**src/touch_gesture_statistics_core_defines.svh**
```systemverilog
// ---------------------------------------------------------------------------
// Assertion macros for the touch gesture statistics core.
// ---------------------------------------------------------------------------
`ifndef TOUCH_GESTURE_STATISTICS_CORE_DEFINES_SVH
`define TOUCH_GESTURE_STATISTICS_CORE_DEFINES_SVH

// A condition that must hold in the same cycle as its trigger.
`define TGS_ASSERT_SAME(lbl, ante, cons, msg) \
    lbl: assert property (@(posedge i_clk) disable iff (!i_rst_n) (ante) |-> (cons)) \
        else $error(msg);

// A condition that must hold in the cycle after its trigger.
`define TGS_ASSERT_NEXT(lbl, ante, cons, msg) \
    lbl: assert property (@(posedge i_clk) disable iff (!i_rst_n) (ante) |=> (cons)) \
        else $error(msg);

`endif

```
**src/tgs_pkg.sv**
```systemverilog
// ---------------------------------------------------------------------------
// tgs_pkg
// Types and constants shared by the touch gesture statistics core.
// ---------------------------------------------------------------------------
package tgs_pkg;

    // Operation codes of an input request.
    localparam logic [1:0] OP_FRAME = 2'd0;
    localparam logic [1:0] OP_READ  = 2'd1;
    localparam logic [1:0] OP_CLEAR = 2'd2;

    // Configuration register indexes.
    localparam int          CFG_IDX_W          = 2;
    localparam logic [1:0]  CFG_MOVE_THRESHOLD = 2'd0;
    localparam logic [1:0]  CFG_SHORT_FRAMES   = 2'd1;
    localparam logic [31:0] MOVE_THRESHOLD_RST = 32'd20000;
    localparam logic [15:0] SHORT_FRAMES_RST   = 16'd40;

    // Statistics counters.
    localparam int          NUM_BINS     = 5;
    localparam int          NUM_COUNTERS = 9;
    localparam int          IDX_PRESS    = 5;
    localparam int          IDX_SHORT    = 6;
    localparam int          IDX_LONG     = 7;
    localparam int          IDX_SLIDE    = 8;
    localparam logic [15:0] CNT_MAX      = 16'hFFFF;

    typedef enum logic [1:0] {
        K_FRAME,
        K_READ,
        K_CLEAR,
        K_NOP
    } t_kind;

    typedef enum logic [1:0] {
        CLS_NONE  = 2'd0,
        CLS_SLIDE = 2'd1,
        CLS_SHORT = 2'd2,
        CLS_LONG  = 2'd3
    } t_class;

    typedef struct packed {
        logic [1:0]  operation;
        logic [15:0] scan_time;
        logic        key_pressed;
        logic [7:0]  finger_count;
        logic [15:0] first_x;
        logic [15:0] first_y;
        logic [4:0]  contact_mask;
        logic [3:0]  counter_index;
    } t_in_item;

    typedef struct packed {
        logic [15:0] read_value;
        logic        frame_accepted;
        logic        gesture_end;
        logic [1:0]  gesture_class;
        logic [7:0]  peak_fingers;
        logic        overflow_alert;
    } t_result;

    // A classified request as it sits in the work queue.
    typedef struct packed {
        t_kind       kind;
        logic [15:0] scan_time;
        logic        key_pressed;
        logic [7:0]  finger_count;
        logic        one_finger;
        logic        all_up;
        logic [15:0] first_x;
        logic [15:0] first_y;
        logic        read_ok;
        logic [3:0]  counter_index;
    } t_work;

    typedef struct packed {
        logic                 we;
        logic [CFG_IDX_W-1:0] index;
        logic [31:0]          data;
    } t_cfg_write;

    // Number of finger slots that take part in the all-up test and binning.
    function automatic int slot_count(input int max_fingers);
        return (max_fingers < NUM_BINS) ? max_fingers : NUM_BINS;
    endfunction

endpackage

```
**src/tgs_fifo.sv**
```systemverilog
// ---------------------------------------------------------------------------
// tgs_fifo
// Small register queue with push/full and pop/empty handshakes.
// ---------------------------------------------------------------------------
module tgs_fifo #(
    parameter int WIDTH = 8,
    parameter int DEPTH = 2
) (
    input  logic             i_clk,
    input  logic             i_rst_n,
    input  logic             i_push,
    input  logic [WIDTH-1:0] i_data,
    output logic             o_full,
    input  logic             i_pop,
    output logic [WIDTH-1:0] o_data,
    output logic             o_empty
);
    localparam int AW = (DEPTH > 1) ? $clog2(DEPTH) : 1;
    localparam int CW = $clog2(DEPTH + 1);

    logic [WIDTH-1:0] r_mem [DEPTH];
    logic [AW-1:0]    r_wr_ptr, n_wr_ptr;
    logic [AW-1:0]    r_rd_ptr, n_rd_ptr;
    logic [CW-1:0]    r_count, n_count;
    logic             do_push, do_pop;

    assign o_full  = (r_count == CW'(DEPTH));
    assign o_empty = (r_count == '0);
    assign do_push = i_push && !o_full;
    assign do_pop  = i_pop && !o_empty;
    assign o_data  = r_mem[r_rd_ptr];

    always_comb begin
        n_wr_ptr = r_wr_ptr;
        n_rd_ptr = r_rd_ptr;
        if (do_push) begin
            n_wr_ptr = (r_wr_ptr == AW'(DEPTH - 1)) ? '0 : r_wr_ptr + 1'b1;
        end
        if (do_pop) begin
            n_rd_ptr = (r_rd_ptr == AW'(DEPTH - 1)) ? '0 : r_rd_ptr + 1'b1;
        end
        unique case ({do_push, do_pop})
            2'b10:   n_count = r_count + 1'b1;
            2'b01:   n_count = r_count - 1'b1;
            default: n_count = r_count;
        endcase
    end

    always_ff @(posedge i_clk) begin
        if (!i_rst_n) begin
            r_wr_ptr <= '0;
            r_rd_ptr <= '0;
            r_count  <= '0;
        end else begin
            r_wr_ptr <= n_wr_ptr;
            r_rd_ptr <= n_rd_ptr;
            r_count  <= n_count;
        end
    end

    always_ff @(posedge i_clk) begin
        if (do_push) begin
            r_mem[r_wr_ptr] <= i_data;
        end
    end

endmodule

```
**src/tgs_front.sv**
```systemverilog
// ---------------------------------------------------------------------------
// tgs_front
// Classifies an incoming request into the form the execution side uses.
// ---------------------------------------------------------------------------
module tgs_front #(
    parameter int MAX_FINGERS = 5
) (
    input  tgs_pkg::t_in_item i_item,
    output tgs_pkg::t_work    o_work
);
    localparam int         SLOT_COUNT = tgs_pkg::slot_count(MAX_FINGERS);
    localparam logic [4:0] SLOT_MASK  = 5'((1 << SLOT_COUNT) - 1);

    tgs_pkg::t_kind kind;

    always_comb begin
        unique case (i_item.operation)
            tgs_pkg::OP_FRAME: kind = tgs_pkg::K_FRAME;
            tgs_pkg::OP_READ:  kind = tgs_pkg::K_READ;
            tgs_pkg::OP_CLEAR: kind = tgs_pkg::K_CLEAR;
            default:           kind = tgs_pkg::K_NOP;
        endcase
    end

    always_comb begin
        o_work.kind          = kind;
        o_work.scan_time     = i_item.scan_time;
        o_work.key_pressed   = i_item.key_pressed;
        o_work.finger_count  = i_item.finger_count;
        o_work.one_finger    = (i_item.finger_count == 8'd1);
        // Only the slots that exist take part in the all-up test.
        o_work.all_up        = ((i_item.contact_mask & SLOT_MASK) == 5'd0);
        o_work.first_x       = i_item.first_x;
        o_work.first_y       = i_item.first_y;
        o_work.read_ok       = (i_item.counter_index < 4'(tgs_pkg::NUM_COUNTERS));
        o_work.counter_index = i_item.counter_index;
    end

endmodule

```
**src/tgs_back.sv**
```systemverilog
// ---------------------------------------------------------------------------
// tgs_back
// Execution side: distance squares in a prepare stage, then the gesture
// state and statistics counter update in an execute stage.
// ---------------------------------------------------------------------------
module tgs_back #(
    parameter int MAX_FINGERS = 5
) (
    input  logic                i_clk,
    input  logic                i_rst_n,
    input  tgs_pkg::t_cfg_write i_cfg,
    input  logic                i_work_empty,
    input  tgs_pkg::t_work      i_work,
    output logic                o_work_pop,
    input  logic                i_res_full,
    output logic                o_res_push,
    output tgs_pkg::t_result    o_res
);
    localparam int SLOT_COUNT = tgs_pkg::slot_count(MAX_FINGERS);
    localparam int NC         = tgs_pkg::NUM_COUNTERS;

    // Configuration.
    logic [31:0] r_move_thr;
    logic [15:0] r_short_frames;

    // Per-gesture state.
    logic [15:0] r_last_scan, n_last_scan;
    logic [15:0] r_frame_count, n_frame_count;
    logic        r_last_key, n_last_key;
    logic [7:0]  r_peak, n_peak;
    logic        r_single, n_single;
    logic        r_moved, n_moved;
    logic [15:0] r_origin_x, n_origin_x;
    logic [15:0] r_origin_y, n_origin_y;

    logic [15:0] r_cnt [NC];
    logic [15:0] n_cnt [NC];

    // Prepare-to-execute register.
    logic           r_p_valid;
    tgs_pkg::t_work r_p_work;
    logic [31:0]    r_p_sq_x, r_p_sq_y;

    logic           commit, load;
    logic [15:0]    ox, oy, dx, dy;
    logic [31:0]    n_sq_x, n_sq_y;

    logic           acc, gend, press, latch, check, hit;
    logic [15:0]    fc_inc;
    logic [7:0]     peak_n;
    logic           single_n, moved_n;
    logic [32:0]    sq_dist;
    tgs_pkg::t_class cls;
    logic [NC-1:0]  inc, at_top;
    logic [15:0]    rd_val;

    assign commit     = r_p_valid && !i_res_full;
    assign load       = !i_work_empty && (!r_p_valid || commit);
    assign o_work_pop = load;
    assign o_res_push = commit;

    // Execute stage decisions.
    always_comb begin
        acc      = (r_p_work.kind == tgs_pkg::K_FRAME) && (r_p_work.scan_time != r_last_scan);
        fc_inc   = (r_frame_count != tgs_pkg::CNT_MAX) ? r_frame_count + 16'd1 : r_frame_count;
        peak_n   = (r_p_work.finger_count > r_peak) ? r_p_work.finger_count : r_peak;
        single_n = r_single && r_p_work.one_finger;
        latch    = acc && single_n && (fc_inc == 16'd1);
        check    = acc && single_n && (fc_inc > 16'd1) && !r_moved;
        sq_dist  = {1'b0, r_p_sq_x} + {1'b0, r_p_sq_y};
        hit      = check && (sq_dist > {1'b0, r_move_thr});
        moved_n  = r_moved || hit;
        gend     = acc && r_p_work.all_up;
        press    = acc && !r_p_work.key_pressed && r_last_key;

        cls = tgs_pkg::CLS_NONE;
        if (gend && single_n) begin
            if (moved_n) begin
                cls = tgs_pkg::CLS_SLIDE;
            end else if (fc_inc < r_short_frames) begin
                cls = tgs_pkg::CLS_SHORT;
            end else begin
                cls = tgs_pkg::CLS_LONG;
            end
        end
    end

    // The origin a following frame measures against: a frame that latches
    // the origin in this cycle forwards its own coordinates.
    always_comb begin
        ox = (commit && latch) ? r_p_work.first_x : r_origin_x;
        oy = (commit && latch) ? r_p_work.first_y : r_origin_y;
        dx = (i_work.first_x >= ox) ? i_work.first_x - ox : ox - i_work.first_x;
        dy = (i_work.first_y >= oy) ? i_work.first_y - oy : oy - i_work.first_y;
        n_sq_x = 32'(dx) * 32'(dx);
        n_sq_y = 32'(dy) * 32'(dy);
    end

    // Counter increments; a peak outside the existing slots bins nothing.
    always_comb begin
        inc = '0;
        for (int i = 0; i < tgs_pkg::NUM_BINS; i++) begin
            inc[i] = gend && (peak_n == 8'(i + 1)) && (i < SLOT_COUNT);
        end
        inc[tgs_pkg::IDX_PRESS] = press;
        inc[tgs_pkg::IDX_SLIDE] = (cls == tgs_pkg::CLS_SLIDE);
        inc[tgs_pkg::IDX_SHORT] = (cls == tgs_pkg::CLS_SHORT);
        inc[tgs_pkg::IDX_LONG]  = (cls == tgs_pkg::CLS_LONG);

        for (int i = 0; i < NC; i++) begin
            at_top[i] = &r_cnt[i][15:1];
            if (r_p_work.kind == tgs_pkg::K_CLEAR) begin
                n_cnt[i] = '0;
            end else if (inc[i] && (r_cnt[i] != tgs_pkg::CNT_MAX)) begin
                n_cnt[i] = r_cnt[i] + 16'd1;
            end else begin
                n_cnt[i] = r_cnt[i];
            end
        end
    end

    always_comb begin
        rd_val = '0;
        if ((r_p_work.kind == tgs_pkg::K_READ) && r_p_work.read_ok) begin
            rd_val = r_cnt[r_p_work.counter_index];
        end
    end

    always_comb begin
        o_res.read_value     = rd_val;
        o_res.frame_accepted = acc;
        o_res.gesture_end    = gend;
        o_res.gesture_class  = 2'(cls);
        o_res.peak_fingers   = gend ? peak_n : 8'd0;
        o_res.overflow_alert = |(inc & at_top);
    end

    // Next gesture state; a closed gesture returns everything to reset.
    always_comb begin
        n_last_scan   = r_last_scan;
        n_frame_count = r_frame_count;
        n_last_key    = r_last_key;
        n_peak        = r_peak;
        n_single      = r_single;
        n_moved       = r_moved;
        n_origin_x    = r_origin_x;
        n_origin_y    = r_origin_y;
        if (gend) begin
            n_last_scan   = '0;
            n_frame_count = '0;
            n_last_key    = 1'b0;
            n_peak        = '0;
            n_single      = 1'b1;
            n_moved       = 1'b0;
            n_origin_x    = '0;
            n_origin_y    = '0;
        end else if (acc) begin
            n_last_scan   = r_p_work.scan_time;
            n_frame_count = fc_inc;
            n_last_key    = r_p_work.key_pressed;
            n_peak        = peak_n;
            n_single      = single_n;
            n_moved       = moved_n;
            if (latch) begin
                n_origin_x = r_p_work.first_x;
                n_origin_y = r_p_work.first_y;
            end
        end
    end

    always_ff @(posedge i_clk) begin
        if (!i_rst_n) begin
            r_move_thr     <= tgs_pkg::MOVE_THRESHOLD_RST;
            r_short_frames <= tgs_pkg::SHORT_FRAMES_RST;
        end else if (i_cfg.we) begin
            unique case (i_cfg.index)
                tgs_pkg::CFG_MOVE_THRESHOLD: r_move_thr     <= i_cfg.data;
                tgs_pkg::CFG_SHORT_FRAMES:   r_short_frames <= i_cfg.data[15:0];
                default: ;
            endcase
        end
    end

    always_ff @(posedge i_clk) begin
        if (!i_rst_n) begin
            r_p_valid     <= 1'b0;
            r_last_scan   <= '0;
            r_frame_count <= '0;
            r_last_key    <= 1'b0;
            r_peak        <= '0;
            r_single      <= 1'b1;
            r_moved       <= 1'b0;
            r_origin_x    <= '0;
            r_origin_y    <= '0;
            for (int i = 0; i < NC; i++) begin
                r_cnt[i] <= '0;
            end
        end else begin
            if (load) begin
                r_p_valid <= 1'b1;
            end else if (commit) begin
                r_p_valid <= 1'b0;
            end
            if (commit) begin
                r_last_scan   <= n_last_scan;
                r_frame_count <= n_frame_count;
                r_last_key    <= n_last_key;
                r_peak        <= n_peak;
                r_single      <= n_single;
                r_moved       <= n_moved;
                r_origin_x    <= n_origin_x;
                r_origin_y    <= n_origin_y;
                for (int i = 0; i < NC; i++) begin
                    r_cnt[i] <= n_cnt[i];
                end
            end
        end
    end

    always_ff @(posedge i_clk) begin
        if (load) begin
            r_p_work <= i_work;
            r_p_sq_x <= n_sq_x;
            r_p_sq_y <= n_sq_y;
        end
    end

endmodule

```
**src/touch_gesture_statistics_core.sv**
```systemverilog
// ---------------------------------------------------------------------------
// touch_gesture_statistics_core
// Touchpad gesture statistics: frame filtering, gesture classification and
// saturating usage counters with read and clear requests.
// ---------------------------------------------------------------------------
//  Channel   | Direction | Handshake                 | Payload
//  ----------+-----------+---------------------------+-----------------------
//  request   | in        | push / full               | i_item   (t_in_item)
//  result    | out       | empty / pop               | o_result (t_result)
//  config    | in        | i_cfg_valid / o_cfg_ready | i_cfg_index, i_cfg_data
//
// One request is taken per cycle while the request queue is not full, and one
// result leaves per cycle while results are popped. A request passes through
// the request queue and the prepare register, whose execute logic writes the
// result queue. The execute stage holds the gesture state, so its update sets
// the sustained rate. Reset is synchronous and needs no clearing pass.
// A full result queue stalls execution; the request queue keeps taking
// requests until it fills.
// ---------------------------------------------------------------------------
`include "touch_gesture_statistics_core_defines.svh"

module touch_gesture_statistics_core #(
    parameter int MAX_FINGERS = 5,
    parameter int QUEUE_DEPTH = 2
) (
    input  logic                               i_clk,
    input  logic                               i_rst_n,
    input  logic                               push,
    output logic                               full,
    input  tgs_pkg::t_in_item                  i_item,
    output logic                               empty,
    input  logic                               pop,
    output tgs_pkg::t_result                   o_result,
    input  logic                               i_cfg_valid,
    output logic                               o_cfg_ready,
    input  logic [tgs_pkg::CFG_IDX_W-1:0]      i_cfg_index,
    input  logic [31:0]                        i_cfg_data
);
    localparam int WORK_W = $bits(tgs_pkg::t_work);
    localparam int RES_W  = $bits(tgs_pkg::t_result);

    tgs_pkg::t_work      w_front_work;
    tgs_pkg::t_work      w_queue_work;
    logic [WORK_W-1:0]   w_queue_data;
    logic                w_in_empty;
    logic                w_work_pop;
    logic                w_res_full;
    logic                w_res_push;
    tgs_pkg::t_result    w_res;
    logic [RES_W-1:0]    w_res_data;
    tgs_pkg::t_cfg_write w_cfg;

    assign o_cfg_ready = 1'b1;

    always_comb begin
        w_cfg.we    = i_cfg_valid && o_cfg_ready;
        w_cfg.index = i_cfg_index;
        w_cfg.data  = i_cfg_data;
    end

    tgs_front #(
        .MAX_FINGERS(MAX_FINGERS)
    ) u_front (
        .i_item(i_item),
        .o_work(w_front_work)
    );

    tgs_fifo #(
        .WIDTH(WORK_W),
        .DEPTH(QUEUE_DEPTH)
    ) u_work_queue (
        .i_clk  (i_clk),
        .i_rst_n(i_rst_n),
        .i_push (push),
        .i_data (w_front_work),
        .o_full (full),
        .i_pop  (w_work_pop),
        .o_data (w_queue_data),
        .o_empty(w_in_empty)
    );

    assign w_queue_work = tgs_pkg::t_work'(w_queue_data);

    tgs_back #(
        .MAX_FINGERS(MAX_FINGERS)
    ) u_back (
        .i_clk       (i_clk),
        .i_rst_n     (i_rst_n),
        .i_cfg       (w_cfg),
        .i_work_empty(w_in_empty),
        .i_work      (w_queue_work),
        .o_work_pop  (w_work_pop),
        .i_res_full  (w_res_full),
        .o_res_push  (w_res_push),
        .o_res       (w_res)
    );

    tgs_fifo #(
        .WIDTH(RES_W),
        .DEPTH(QUEUE_DEPTH)
    ) u_result_queue (
        .i_clk  (i_clk),
        .i_rst_n(i_rst_n),
        .i_push (w_res_push),
        .i_data (w_res),
        .o_full (w_res_full),
        .i_pop  (pop),
        .o_data (w_res_data),
        .o_empty(empty)
    );

    assign o_result = tgs_pkg::t_result'(w_res_data);

    `TGS_ASSERT_NEXT(a_request_queued, push && !full, !w_in_empty, "accepted request not queued")
    `TGS_ASSERT_SAME(a_class_needs_end, !empty && (o_result.gesture_class != tgs_pkg::CLS_NONE), o_result.gesture_end, "gesture class without gesture end")
    `TGS_ASSERT_SAME(a_peak_needs_end, !empty && (o_result.peak_fingers != 8'd0), o_result.gesture_end, "peak fingers without gesture end")
    `TGS_ASSERT_SAME(a_end_needs_frame, !empty && o_result.gesture_end, o_result.frame_accepted && (o_result.read_value == 16'd0), "gesture end outside an accepted frame")

endmodule

```
**config.mk**
```make
export PLATFORM = sky130hd
export DESIGN_NAME = touch_gesture_statistics_core
export DESIGN_NICKNAME = d
export VERILOG_FILES = /design/src/tgs_pkg.sv /design/src/tgs_fifo.sv /design/src/tgs_front.sv /design/src/tgs_back.sv /design/src/touch_gesture_statistics_core.sv
export VERILOG_INCLUDE_DIRS = /design/src /design/src/src
export SDC_FILE = /design/constraint.sdc
export NUM_CORES = 2
export LEC_CHECK = 0
export BUFFER_PORTS_ARGS = -buffer_cell sky130_fd_sc_hd__buf_4
export CORE_MARGIN = 5
export CORE_UTILIZATION = 38
export CTS_CLUSTER_DIAMETER = 60
export DETAILED_ROUTE_END_ITERATION = 8
export PLACE_DENSITY = 0.53
export SYNTH_ARGS = -nofsm -noshare
export SYNTH_HDL_FRONTEND = slang
export SYNTH_HIERARCHICAL = 1
export SYNTH_SLANG_ARGS = --single-unit
```
**constraint.sdc**
```tcl
create_clock -name i_clk -period 16.76 [get_ports i_clk]
set_clock_uncertainty 0.1 [all_clocks]
set_input_delay 2.514 -clock i_clk [delete_from_list [all_inputs] [get_ports i_clk]]
set_output_delay 2.514 -clock i_clk [all_outputs]
set_load 0.02 [all_outputs]
```
==> metrics.yaml <==
viasPerCell: 5.07
period_needed_ns: 14.25
grt_max_degree: 136
drt_iter0_drc: 1785
r2r-end: "u_back/r_p_sq_y[30]$_DFFE_PP_"
detail_route.first_pass.iterations: 5
wl_per_cell_um: 18.4
initial_core_util: 0.383
gp_congestion: 0.878
synth.cell_area_mm2: 0.0460
synth_edf_count: 462
relSlewSlack: 0.172
critPathCaptureType: "register"
hold_buffers: 0
fmax_mhz: 70.2
r2r-start: "u_back/r_frame_count[0]$_SDFFE_PN0P_"
status: "completed"
grt_first_pass_wirelength_um: 181000
fin_setup_tns_ns: 0
cp_data_required_time_ns: 17.04
yosysUniqueCellTypes: 85
ys_ff_latch: 600
crit_path_start: "u_back/r_frame_count[0]$_SDFFE_PN0P_"
critPathMaxFanout: 34
synth_compound_area_frac: 0.0905
drtAntennaViolNets: 0
tritoncts: "built"
cp.arrival_ns: 14.53
grt_pass1_vias: 32350
rrSetupSlack_ns: 2.51
rows: 127
hold_viol: 0
core_mm2: 0.120
synth_top_family_by_area: "adder cells"
syn_area_per_cell_um2: 10.4
crit_type: "register to register"
synth-xor-area-share: 0.0490
synth-main-ff-cell: "edfxtp_1"
worstMarginPinSlew_ns: 1.23
yosys_warnings: 6
drc: 0
min_path_type: "register to register"
drive_gt1_frac: 0.118
cpMostUsedCell: "inv_1"
fin_crit_sh: 0.850
antenna_found_initial: 3
crit_cells: 44
syn_nets: 5235
crit_buf_inv: 10
clkSinkCount: 600
ctsLongestPathBuffers: 3
die_y_um: 358
maxCapViolCount: 0
mostFrequentLayoutCell: "inv_1"
layout_setup_ws_ns: 2.51
setup_viol: 0
synthAdderAreaFrac: 0.241
dp_hpwl_um: 87200
design.die.area_mm2: 0.128
postCtsSetupBuffers: 0
slowest_delay_ns: 0.89
grtUsageTotal: 0.179
nets: 5276
io_pins: 139
mostFrequentLayoutCells: "inv_1, edfxtp_1, nor2_1"
synth-simple-area-share: 0.122
rsz0062_at_grt: "no"
clk_pin_slew_ns: 0.06
slowest_stage: "xor2_1"
maxSlewViolCount: 0
hold_ws_ns: 0.366
synthMuxAreaShare: 0.0597
htreeDepth: 3
cts-root-buf: "clkbuf_16"
cts_buffers: 74
grt_overflow: 0
nFillCells: 11653
clk_latency_ns: 0.65
cp-endpoint: "u_back/r_p_sq_y[30]$_DFFE_PP_"
yosysSeqAreaShare: 0.361
dp_slack_ns: 2.48
port_buffers: 137
num_vias: 31172
synthToLayoutAreaGrowth_pct: 10.7
cts-resized-gates: 0
die_w_um: 358
path_delay_family: "adder cells"
async_flop_share: 0
routed_wl_um: 113000
start_kind: "register"
reg2reg_depth: 44
synth_cells: 4439
worst min path at each step:
stage	from	endpoint	slack, ns	cells after the start
floorplan	u_back/r_move_thr[12]$_SDFFE_PN0P_	u_back/r_move_thr[12]$_SDFFE_PN0P_	0.34	2
global placement	u_back/r_short_frames[6]$_SDFFE_PN0P_	u_back/r_short_frames[6]$_SDFFE_PN0P_	0.35	2
detailed placement	u_back/r_p_work[1]$_DFFE_PP_	register	0.36	1
CTS	u_back/r_short_frames[2]$_SDFFE_PN0P_	u_back/r_short_frames[2]$_SDFFE_PN0P_	0.37	2
global route	u_back/r_p_work[1]$_DFFE_PP_	register	0.38	1
finish	u_back/r_move_thr[1]$_SDFFE_PN0P_	u_back/r_move_thr[1]$_SDFFE_PN0P_	0.37	2
metrics by stage:
stage	cells	util	cell area, µm²
6_report	6154	0.424	51000
5_1_grt	6153	0.424	51000
4_1_cts	6153	0.424	51000
3_5_place_dp	6016	0.403	48400
3_3_place_gp	6016	0.403	48400
2_1_floorplan	4439	-	46000
cells in the mapped netlist, types with 6 or more instances:
master | number | area share
o31ai_1 | 6 | 0.00098
buf_1 | 7 | 0.00057
mux4_2 | 32 | 0.016
buf_2 | 37 | 0.0040
or2_2 | 11 | 0.0015
dfxtp_1 | 138 | 0.060
nor3_1 | 38 | 0.0041
nand2b_1 | 31 | 0.0042
inv_1 | 625 | 0.051
fa_1 | 332 | 0.14
mux2i_1 | 43 | 0.0093
nand3_1 | 90 | 0.0098
a21oi_1 | 166 | 0.018
nand4_1 | 41 | 0.0056
xnor2_1 | 142 | 0.027
buf_4 | 69 | 0.011
or3_1 | 34 | 0.0046
nand2_1 | 356 | 0.029
nor2b_1 | 102 | 0.014
a21o_1 | 69 | 0.011
a21boi_0 | 43 | 0.0070
clkbuf_1 | 107 | 0.0087
a211oi_1 | 21 | 0.0034
nor4_1 | 9 | 0.0012
a31oi_1 | 12 | 0.0016
o21a_1 | 27 | 0.0044
nand3b_1 | 6 | 0.00098
o211ai_1 | 19 | 0.0031
xor2_1 | 111 | 0.021
o21bai_1 | 26 | 0.0042
o21ai_0 | 83 | 0.0090
ha_1 | 357 | 0.097
mux2_2 | 141 | 0.034
a22oi_1 | 73 | 0.012
nor2_1 | 370 | 0.030
a31o_2 | 9 | 0.0017
edfxtp_1 | 462 | 0.30
and2_1 | 29 | 0.0039
and3_1 | 61 | 0.0083
cell type report:
type / instances / area [µm²] / share of cell area
clock inverter: 41 / 513 / 0.0101
inverter: 634 / 2380 / 0.0467
multi-input combinational: 2985 / 26000 / 0.510
clock buffer: 96 / 2030 / 0.0398
tap: 1612 / 2020 / 0.0396
sequential: 600 / 16600 / 0.327
antenna: 1 / 2.50 / 0.0000491
timing repair buffer: 185 / 1390 / 0.0273
per-layer routing:
layer / up-vias / global-route usage / routed length (µm)
met3: 144 / 0.0229 / 3920
li1: 15031 / - / -
met5: - / 0 / 0
met1: 15482 / 0.230 / 49900
met4: 0 / 0.0467 / 2840
met2: 515 / 0.319 / 56800
state kept, by name (all words and copies together) (netlist names), 16 cells and up, named ones only:
signal and count:
u_back/r_p_work 66, u_work_queue/r_mem 132, u_back/r_p_sq_y 31, u_back/r_short_frames 16, u_back/r_move_thr 32, u_back/r_origin_y 16
u_back/r_cnt 144, u_result_queue/r_mem 58, u_back/r_frame_count 16, u_back/r_last_scan 16, u_back/r_p_sq_x 31, u_back/r_origin_x 16
cells by family (layout without fill, tap and decap cells):
kind of cell / Yosys count / after routing
DFF: 600 / 600
adders and majority gates: 689 / 689
xor gates and xnor gates: 255 / 255
buffers and inverters: 854 / 956
and+or+nand+nor: 1199 / 1199
other: 1 / 2
AOI/OAI and AO/OA: 624 / 624
muxes: 217 / 217
worst register-to-register path: cells and delay by family, from the launching register on:
| family | cells | cell delay [ns] |
|---|---|---|
| buffers and inverters | 10 | 1.59 |
| AO/OA/AOI/OAI | 12 | 4.03 |
| multiplexers | 2 | 0.56 |
| AND/OR/NAND/NOR | 8 | 2.10 |
| flip-flops | 1 | 0.42 |
| adder cells (fa/ha/maj) | 10 | 4.25 |
| XOR/XNOR | 2 | 0.97 |
Power is left out: the tool's default activity adds up to more than one toggle a clock period on the data nets, which glitch-free logic cannot reach.
